==> config.mk <==
export PLATFORM = sky130hd
export DESIGN_NAME = sha256_stream_hash_top
export DESIGN_NICKNAME = d
export VERILOG_FILES = /design/src/design/sha_pkg.sv /design/src/design/sha_front.sv /design/src/design/sha_queue.sv /design/src/design/sha_core.sv /design/src/design/sha256_stream_hash_top.sv
export SDC_FILE = /design/constraint.sdc
export NUM_CORES = 2
export LEC_CHECK = 0
export BUFFER_PORTS_ARGS = -buffer_cell sky130_fd_sc_hd__buf_2
export CORE_MARGIN = 2
export CORE_UTILIZATION = 40
export CTS_CLUSTER_DIAMETER = 80
export CTS_CLUSTER_SIZE = 24
export DETAILED_ROUTE_END_ITERATION = 10
export HOLD_SLACK_MARGIN = 0.05
export PLACE_DENSITY = 0.67
export SETUP_SLACK_MARGIN = 0.15
export SYNTH_ARGS = -nofsm -noshare
export SYNTH_HDL_FRONTEND = slang
export SYNTH_HIERARCHICAL = 1
export SYNTH_SLANG_ARGS = --single-unit
==> constraint.sdc <==
create_clock -name clk -period 15.4 [get_ports clk]
set_input_delay 3.08 -clock clk [delete_from_list [all_inputs] [get_ports clk]]
set_output_delay 3.08 -clock clk [all_outputs]
set_load 0.01 [all_outputs]
==> src/design/sha_pkg.sv <==
// Package for the SHA-256 stream hash: payload types, queue entry type,
// round constants and the SHA-256 helper functions. No dependencies.
package sha_pkg;

  typedef struct packed {
    logic [7:0] message_byte;
    logic       final_byte;
  } in_item_t;

  typedef struct packed {
    logic [31:0] digest_word;
    logic [2:0]  word_index;
    logic        last_word;
  } out_item_t;

  // One 32-bit big-endian message word handed from the front to the back.
  // blk_end closes a 16-word block; msg_end marks the last block of a message.
  typedef struct packed {
    logic [31:0] word;
    logic        blk_end;
    logic        msg_end;
  } q_entry_t;

  localparam int QDepth = 4;
  localparam int QAw    = $clog2(QDepth);

  localparam logic [31:0] HInit [8] = '{
    32'h6a09e667, 32'hbb67ae85, 32'h3c6ef372, 32'ha54ff53a,
    32'h510e527f, 32'h9b05688c, 32'h1f83d9ab, 32'h5be0cd19};

  localparam logic [31:0] RoundK [64] = '{
    32'h428a2f98,32'h71374491,32'hb5c0fbcf,32'he9b5dba5,32'h3956c25b,32'h59f111f1,
    32'h923f82a4,32'hab1c5ed5,32'hd807aa98,32'h12835b01,32'h243185be,32'h550c7dc3,
    32'h72be5d74,32'h80deb1fe,32'h9bdc06a7,32'hc19bf174,32'he49b69c1,32'hefbe4786,
    32'h0fc19dc6,32'h240ca1cc,32'h2de92c6f,32'h4a7484aa,32'h5cb0a9dc,32'h76f988da,
    32'h983e5152,32'ha831c66d,32'hb00327c8,32'hbf597fc7,32'hc6e00bf3,32'hd5a79147,
    32'h06ca6351,32'h14292967,32'h27b70a85,32'h2e1b2138,32'h4d2c6dfc,32'h53380d13,
    32'h650a7354,32'h766a0abb,32'h81c2c92e,32'h92722c85,32'ha2bfe8a1,32'ha81a664b,
    32'hc24b8b70,32'hc76c51a3,32'hd192e819,32'hd6990624,32'hf40e3585,32'h106aa070,
    32'h19a4c116,32'h1e376c08,32'h2748774c,32'h34b0bcb5,32'h391c0cb3,32'h4ed8aa4a,
    32'h5b9cca4f,32'h682e6ff3,32'h748f82ee,32'h78a5636f,32'h84c87814,32'h8cc70208,
    32'h90befffa,32'ha4506ceb,32'hbef9a3f7,32'hc67178f2};

  localparam logic [7:0] PadByte = 8'h80;

  function automatic logic [31:0] ssig0(input logic [31:0] x);
    ssig0 = {x[6:0], x[31:7]} ^ {x[17:0], x[31:18]} ^ (x >> 3);
  endfunction

  function automatic logic [31:0] ssig1(input logic [31:0] x);
    ssig1 = {x[16:0], x[31:17]} ^ {x[18:0], x[31:19]} ^ (x >> 10);
  endfunction

  function automatic logic [31:0] bsig0(input logic [31:0] x);
    bsig0 = {x[1:0], x[31:2]} ^ {x[12:0], x[31:13]} ^ {x[21:0], x[31:22]};
  endfunction

  function automatic logic [31:0] bsig1(input logic [31:0] x);
    bsig1 = {x[5:0], x[31:6]} ^ {x[10:0], x[31:11]} ^ {x[24:0], x[31:25]};
  endfunction

endpackage

==> src/design/sha_front.sv <==
// Front end: packs message bytes into big-endian words, counts the length and
// generates the padding words. Depends on sha_pkg.
module sha_front (
  input  logic              clk,
  input  logic              rst_n,
  input  logic              in_valid,
  output logic              in_stall,
  input  sha_pkg::in_item_t in_data,
  output logic              wr_valid,
  output sha_pkg::q_entry_t wr_entry,
  input  logic              wr_full
);

  typedef enum logic [1:0] {S_BYTES, S_PAD, S_LEN_HI, S_LEN_LO} st_t;

  st_t         st_r;
  logic [3:0]  widx_r;      // word position within the block
  logic [1:0]  bidx_r;      // byte position within the word
  logic [23:0] acc_r;       // bytes of the word gathered so far
  logic [60:0] len_r;       // byte count, wraps as the bit length does
  logic        pad_first_r; // first pad word still needs the marker byte

  logic [31:0] word_c;
  logic        take;
  logic [31:0] pad_word;

  assign in_stall = (st_r != S_BYTES) || wr_full;
  assign take     = in_valid && !in_stall;

  always_comb begin
    word_c = '0;
    case (bidx_r)
      2'd0: word_c = {in_data.message_byte, 24'h0};
      2'd1: word_c = {acc_r[23:16], in_data.message_byte, 16'h0};
      2'd2: word_c = {acc_r[23:8], in_data.message_byte, 8'h0};
      2'd3: word_c = {acc_r, in_data.message_byte};
      default: word_c = '0;
    endcase
    pad_word = pad_first_r ? {sha_pkg::PadByte, 24'h0} : 32'h0;
  end

  always_comb begin
    wr_valid = 1'b0;
    wr_entry = '0;
    case (st_r)
      S_BYTES: begin
        // Flush a word when it completes or when the message ends.
        wr_valid          = take && ((bidx_r == 2'd3) || in_data.final_byte);
        wr_entry.word     = word_c;
        if (in_data.final_byte && bidx_r != 2'd3) begin
          wr_entry.word = word_c | ({sha_pkg::PadByte, 24'h0} >> ({3'd0, bidx_r} + 5'd1) * 8);
        end
        wr_entry.blk_end  = (widx_r == 4'd15);
        wr_entry.msg_end  = 1'b0;
      end
      S_PAD: begin
        wr_valid         = 1'b1;
        wr_entry.word    = pad_word;
        wr_entry.blk_end = (widx_r == 4'd15);
      end
      S_LEN_HI: begin
        wr_valid      = 1'b1;
        wr_entry.word = {len_r[60:29]};
      end
      S_LEN_LO: begin
        wr_valid         = 1'b1;
        wr_entry.word    = {len_r[28:0], 3'b000};
        wr_entry.blk_end = 1'b1;
        wr_entry.msg_end = 1'b1;
      end
      default: wr_valid = 1'b0;
    endcase
  end

  always_ff @(posedge clk) begin
    if (!rst_n) begin
      st_r        <= S_BYTES;
      widx_r      <= '0;
      bidx_r      <= '0;
      len_r       <= '0;
      pad_first_r <= 1'b0;
    end else begin
      case (st_r)
        S_BYTES: begin
          if (take) begin
            acc_r  <= word_c[31:8];
            len_r  <= len_r + 61'd1;
            bidx_r <= bidx_r + 2'd1;
            if (bidx_r == 2'd3 || in_data.final_byte) begin
              widx_r <= widx_r + 4'd1;
              bidx_r <= '0;
            end
            if (in_data.final_byte) begin
              // Marker is already in the flushed word unless that word was full.
              pad_first_r <= (bidx_r == 2'd3);
              if (widx_r == 4'd13 && bidx_r != 2'd3) st_r <= S_LEN_HI;
              else                                   st_r <= S_PAD;
            end
          end
        end
        S_PAD: begin
          if (!wr_full) begin
            pad_first_r <= 1'b0;
            widx_r      <= widx_r + 4'd1;
            if (widx_r == 4'd13) st_r <= S_LEN_HI;
          end
        end
        S_LEN_HI: begin
          if (!wr_full) begin
            widx_r <= widx_r + 4'd1;
            st_r   <= S_LEN_LO;
          end
        end
        S_LEN_LO: begin
          if (!wr_full) begin
            widx_r <= '0;
            len_r  <= '0;
            st_r   <= S_BYTES;
          end
        end
        default: st_r <= S_BYTES;
      endcase
    end
  end

endmodule

==> src/design/sha_queue.sv <==
// Small word queue between the front end and the compression engine.
// Depends on sha_pkg for the entry type and depth.
module sha_queue (
  input  logic              clk,
  input  logic              rst_n,
  input  logic              wr_valid,
  input  sha_pkg::q_entry_t wr_entry,
  output logic              wr_full,
  output logic              rd_valid,
  output sha_pkg::q_entry_t rd_entry,
  input  logic              rd_take
);

  sha_pkg::q_entry_t            mem_r [sha_pkg::QDepth];
  logic [sha_pkg::QAw-1:0]      wp_r, rp_r;
  logic [sha_pkg::QAw:0]        cnt_r;
  logic                         push, pop;

  assign wr_full  = (cnt_r == (sha_pkg::QAw+1)'(sha_pkg::QDepth));
  assign rd_valid = (cnt_r != '0);
  assign rd_entry = mem_r[rp_r];
  assign push     = wr_valid && !wr_full;
  assign pop      = rd_take && rd_valid;

  always_ff @(posedge clk) begin
    if (push) mem_r[wp_r] <= wr_entry;
  end

  always_ff @(posedge clk) begin
    if (!rst_n) begin
      wp_r  <= '0;
      rp_r  <= '0;
      cnt_r <= '0;
    end else begin
      if (push) wp_r <= wp_r + 1'b1;
      if (pop)  rp_r <= rp_r + 1'b1;
      cnt_r <= cnt_r + (push ? 1'b1 : 1'b0) - (pop ? 1'b1 : 1'b0);
    end
  end

endmodule

==> src/design/sha_core.sv <==
// Compression engine: one round per cycle over a rolling 16-word schedule,
// chaining update and digest output register. Depends on sha_pkg.
module sha_core (
  input  logic               clk,
  input  logic               rst_n,
  input  logic               rd_valid,
  input  sha_pkg::q_entry_t  rd_entry,
  output logic               rd_take,
  output logic               out_valid,
  input  logic               out_stall,
  output sha_pkg::out_item_t out_data
);

  typedef enum logic [1:0] {C_LOAD, C_ROUND, C_ADD, C_EMIT} st_t;

  st_t         st_r;
  logic [5:0]  rnd_r;
  logic [3:0]  lw_r;
  logic        last_blk_r;
  logic [31:0] w_r [16];
  logic [31:0] h_r [8];
  logic [31:0] v_r [8];
  logic [2:0]  oidx_r;

  logic [31:0] wt, t1, t2, ch, mj;

  assign rd_take = (st_r == C_LOAD) && rd_valid;

  always_comb begin
    if (rnd_r < 6'd16) wt = w_r[rnd_r[3:0]];
    else wt = w_r[rnd_r[3:0]] + sha_pkg::ssig0(w_r[rnd_r[3:0] + 4'd1])
            + w_r[rnd_r[3:0] + 4'd9] + sha_pkg::ssig1(w_r[rnd_r[3:0] + 4'd14]);
    ch = (v_r[4] & v_r[5]) ^ (~v_r[4] & v_r[6]);
    mj = (v_r[0] & v_r[1]) ^ (v_r[0] & v_r[2]) ^ (v_r[1] & v_r[2]);
    t1 = v_r[7] + sha_pkg::bsig1(v_r[4]) + ch + sha_pkg::RoundK[rnd_r] + wt;
    t2 = sha_pkg::bsig0(v_r[0]) + mj;
  end

  assign out_valid           = (st_r == C_EMIT);
  assign out_data.digest_word = h_r[oidx_r];
  assign out_data.word_index  = oidx_r;
  assign out_data.last_word   = (oidx_r == 3'd7);

  always_ff @(posedge clk) begin
    if (!rst_n) begin
      st_r       <= C_LOAD;
      lw_r       <= '0;
      rnd_r      <= '0;
      oidx_r     <= '0;
      last_blk_r <= 1'b0;
      for (int k = 0; k < 8; k++) h_r[k] <= sha_pkg::HInit[k];
    end else begin
      case (st_r)
        C_LOAD: begin
          if (rd_valid) begin
            w_r[lw_r] <= rd_entry.word;
            lw_r      <= lw_r + 4'd1;
            if (rd_entry.blk_end) begin
              last_blk_r <= rd_entry.msg_end;
              rnd_r      <= '0;
              for (int k = 0; k < 8; k++) v_r[k] <= h_r[k];
              st_r       <= C_ROUND;
            end
          end
        end
        C_ROUND: begin
          w_r[rnd_r[3:0]] <= wt;
          v_r[7] <= v_r[6]; v_r[6] <= v_r[5]; v_r[5] <= v_r[4];
          v_r[4] <= v_r[3] + t1;
          v_r[3] <= v_r[2]; v_r[2] <= v_r[1]; v_r[1] <= v_r[0];
          v_r[0] <= t1 + t2;
          rnd_r  <= rnd_r + 6'd1;
          if (rnd_r == 6'd63) st_r <= C_ADD;
        end
        C_ADD: begin
          for (int k = 0; k < 8; k++) h_r[k] <= h_r[k] + v_r[k];
          oidx_r <= '0;
          st_r   <= last_blk_r ? C_EMIT : C_LOAD;
        end
        C_EMIT: begin
          if (!out_stall) begin
            oidx_r <= oidx_r + 3'd1;
            if (oidx_r == 3'd7) begin
              for (int k = 0; k < 8; k++) h_r[k] <= sha_pkg::HInit[k];
              st_r <= C_LOAD;
            end
          end
        end
        default: st_r <= C_LOAD;
      endcase
    end
  end

endmodule

==> src/design/sha256_stream_hash_top.sv <==
// SHA-256 over a byte stream, one byte per item; a final-flagged byte ends the
// message and yields eight digest words, word 0 first. Bytes are taken one per
// cycle while the four-word queue has room and no padding word is being written;
// they are refused otherwise. The engine loads a block one word per cycle while
// the queue holds words, runs 64 rounds (one round per cycle) and one chaining
// add. While streaming, only four words of the next block wait in the queue
// when loading starts; the other twelve arrive only as their four bytes each
// are taken from the input. The end of a message adds the padding words and
// eight output words.
// Built from sha_front, sha_queue and sha_core; types from sha_pkg.
module sha256_stream_hash_top (
  input  logic               clk,
  input  logic               rst_n,
  input  logic               in_valid,
  output logic               in_stall,
  input  sha_pkg::in_item_t  in_data,
  output logic               out_valid,
  input  logic               out_stall,
  output sha_pkg::out_item_t out_data
);

  logic              wr_valid, wr_full, rd_valid, rd_take;
  sha_pkg::q_entry_t wr_entry, rd_entry;

  sha_front u_front (
    .clk, .rst_n, .in_valid, .in_stall, .in_data,
    .wr_valid, .wr_entry, .wr_full);

  sha_queue u_queue (
    .clk, .rst_n, .wr_valid, .wr_entry, .wr_full,
    .rd_valid, .rd_entry, .rd_take);

  sha_core u_core (
    .clk, .rst_n, .rd_valid, .rd_entry, .rd_take,
    .out_valid, .out_stall, .out_data);

endmodule

==> summary.md <==
| Metric | Value |
|---|---|
| Status | `finished, final reports clean` |
| Total wire length | `292000 um` |
| Most frequent cells in the layout | `nand2_1, edfxtp_1, mux4_2` |
| Largest net degree at the start of global routing | `155` |
| Mapped Nets | `8479` |
| Number of flops mapped to enable cells by yosys | `1056` |
| Worst slew margin | `8.32%` |
| Die Wd | `475 um` |
| Post-synthesis register bit count | `1286` |
| Vias per inst | `6.16` |
| Antenna Nets Post-Route | `0` |
| Setup Slack @ Placement | `1.01 ns` |
| Setup Skew | `0.0618 ns` |
| DR WL/cell | `27.2 um` |
| Residual DRC | `0` |
| Starting density of the core | `40.3%` |
| Final hold vios | `0` |
| CTS buffer count | `87` |
| Dpl hpwl | `210000 um` |
| WHS | `0.471 ns` |
| Avg Inst Size Synth | `11.3 sq um` |
| Fmax | `69.2 MHz` |
| Synthesis Warnings | `6` |
| Post-synthesis instance total | `7844` |
| Type of the worst setup path | `reg2reg` |
| CTS root buf | `clkbuf_16` |
| RSZ-0062 raised after global routing | `no` |
| Share of cells above drive strength 1 | `14.0%` |
| CP Launch Type | `flip-flop` |
| Nets@finish | `8322` |
| Initial antenna violation count | `14` |
| Min-delay worst type | `reg2reg` |
| PortBufs | `50` |
| GRT overflow | `0` |
| Max Cap Viol | `0` |
| Layout area overhead | `7.52%` |
| First-pass GRT wire length | `428000 um` |
| Actual slew at the worst max-slew pin | `1.37 ns` |
| Slowest cell on the critical path | `ha_4` |
| Vias in the first global route | `64033` |
| Routed vias | `66003` |
| Synthesized cell area | `88700 sq um` |
| Worst setup EP type | `flip-flop` |
| Final min period | `14.46 ns` |
| CP Max Fanout | `46` |
| Fin crit share | `93.9%` |
| Num ports | `51` |
| Final Worst Setup Slack | `0.940 ns` |
| CP Data Required Time | `15.90 ns` |
| Commonest non-fill, non-tap cell in the layout | `nand2_1` |
| # H-tree levels | `3` |
| Gr usage total | `25.5%` |
| Async set or reset register ratio after synthesis | `0%` |
| Worst skew pair latency | `0.80 ns` |
| Die Y | `475 um` |
| Seq/Total Area, Yosys | `40.9%` |
| Clock sinks | `1286` |
| CTS tree | `built` |
| CTS Hold Buffers Added | `0` |
| Fin. max-slew vios | `0` |
| Drt pass-1 iters | `6` |
| Final setup violation count | `0` |
| Synth cell types | `95` |
| Die area | `226000 sq um` |
| GP Congestion | `0.972` |
| Max stage delay on crit path | `0.75 ns` |
| Clock transition at path regs | `0.09 ns` |
| Max clock buf depth | `3` |
| Most used DFF post-synth | `edfxtp_1` |
| Core ar. | `220000 sq um` |
| DRT iter0 DRCs | `8085` |
| Row cnt | `172` |
| Worst EP arrival | `14.96 ns` |
| Setup TNS Final | `0 ns` |
synth_stat cells, types with 20 or more instances:
library cell | n | area share [%]
and3_1 | 47 | 0.33
a22oi_1 | 43 | 0.36
nor3_1 | 75 | 0.42
a31oi_1 | 61 | 0.43
a211oi_1 | 43 | 0.36
o21ai_0 | 439 | 2.5
buf_1 | 83 | 0.35
or4_1 | 20 | 0.17
inv_1 | 477 | 2.0
edfxtp_1 | 1056 | 36
and2_1 | 37 | 0.26
mux4_2 | 606 | 15
clkbuf_1 | 333 | 1.4
nand3_1 | 98 | 0.55
nand2_1 | 1104 | 4.7
a21boi_0 | 29 | 0.25
a21o_1 | 218 | 1.8
o211ai_1 | 62 | 0.52
fa_1 | 197 | 4.4
nor2b_1 | 54 | 0.38
nor2_1 | 366 | 1.5
ha_1 | 425 | 6.0
a21oi_1 | 453 | 2.6
nand2b_1 | 70 | 0.49
o21bai_1 | 54 | 0.46
nand4_1 | 42 | 0.30
o31ai_1 | 40 | 0.34
xor2_1 | 234 | 2.3
mux2_2 | 37 | 0.47
o21a_1 | 54 | 0.46
mux2i_1 | 58 | 0.65
or3_1 | 36 | 0.25
dfxtp_1 | 230 | 5.2
xnor2_1 | 370 | 3.7
or2_2 | 25 | 0.18
final cells by class:
type                            count  area (sq um)
Tap cell                         2958          3700
Inverter                          479          1800
Clock inverter                     53           696
Fill cell                       20191        125000
Clock buffer                      104          2310
Timing Repair Buffer              190          1410
Antenna cell                        6          15.0
Multi-Input combinational cell   5643         49100
Sequential cell                  1286         36400
sequential cells by signal, summed over array words and instances (netlist names), named ones only:
| name | count |
|---|---|
| u_core/h_r | 256 |
| u_core/last_blk_r | 1 |
| u_core/lw_r | 4 |
| u_core/oidx_r | 3 |
| u_core/rnd_r | 6 |
| u_core/st_r | 2 |
| u_core/v_r | 256 |
| u_core/w_r | 512 |
| u_front/acc_r | 24 |
| u_front/bidx_r | 2 |
| u_front/len_r | 61 |
| u_front/pad_first_r | 1 |
| u_front/st_r | 2 |
| u_front/widx_r | 4 |
| u_queue/cnt_r | 3 |
| u_queue/mem_r | 136 |
| u_queue/rp_r | 2 |
| u_queue/wp_r | 2 |
worst paths after layout:
check | cells after the start | slack (ns) | end | startpoint
setup / recovery | 50 | 0.94 | u_core/v_r[0][31] | u_core/rnd_r[0]
hold / removal | 2 | 0.47 | u_core/last_blk_r | u_core/last_blk_r
setup reg to reg | 50 | 0.94 | u_core/v_r[0][31] | u_core/rnd_r[0]
hold reg to reg | 2 | 0.47 | u_core/last_blk_r | u_core/last_blk_r
logic make-up after synthesis:
kind of cell,after synthesis,synth area share (%)
flops,1286,40.9
compound gates,1660,11.7
simple gates,2040,10.2
fa+ha+maj,627,10.5
buf+inv,915,3.99
xor+xnor,606,6.01
mux,710,16.7
layer usage:
layer,GRT usage (%),wire (um)
met1,33.3,114000
met4,11.7,15400
met2,41.7,138000
met5,0,24
met3,3.82,24100
stage by stage:
step	instances	utilization (%)	cell area (sq um)
floorplan	7844	-	88700
global placement	10555	42.0	92400
detailed placement	10555	42.0	92400
CTS	10712	43.3	95400
global route	10716	43.3	95400
finish	10719	43.3	95400
worst max-delay path: cells and delay by family, from the launching register on:
family,cells,cell delay [ns]
fa+ha+maj,10,4.54
compound gates,16,4.22
buf+inv,8,1.46
simple gates,9,1.43
xor+xnor,5,1.00
mux,2,0.95
flops,1,0.53
what timing repair did:
action	CTS	global route
gates resized for setup	0	0
buffers inserted	0	1
endpoints found under the setup margin	0	1
Power is left out: the tool's default activity adds up to more than one toggle a clock period on the data nets, which glitch-free logic cannot reach.
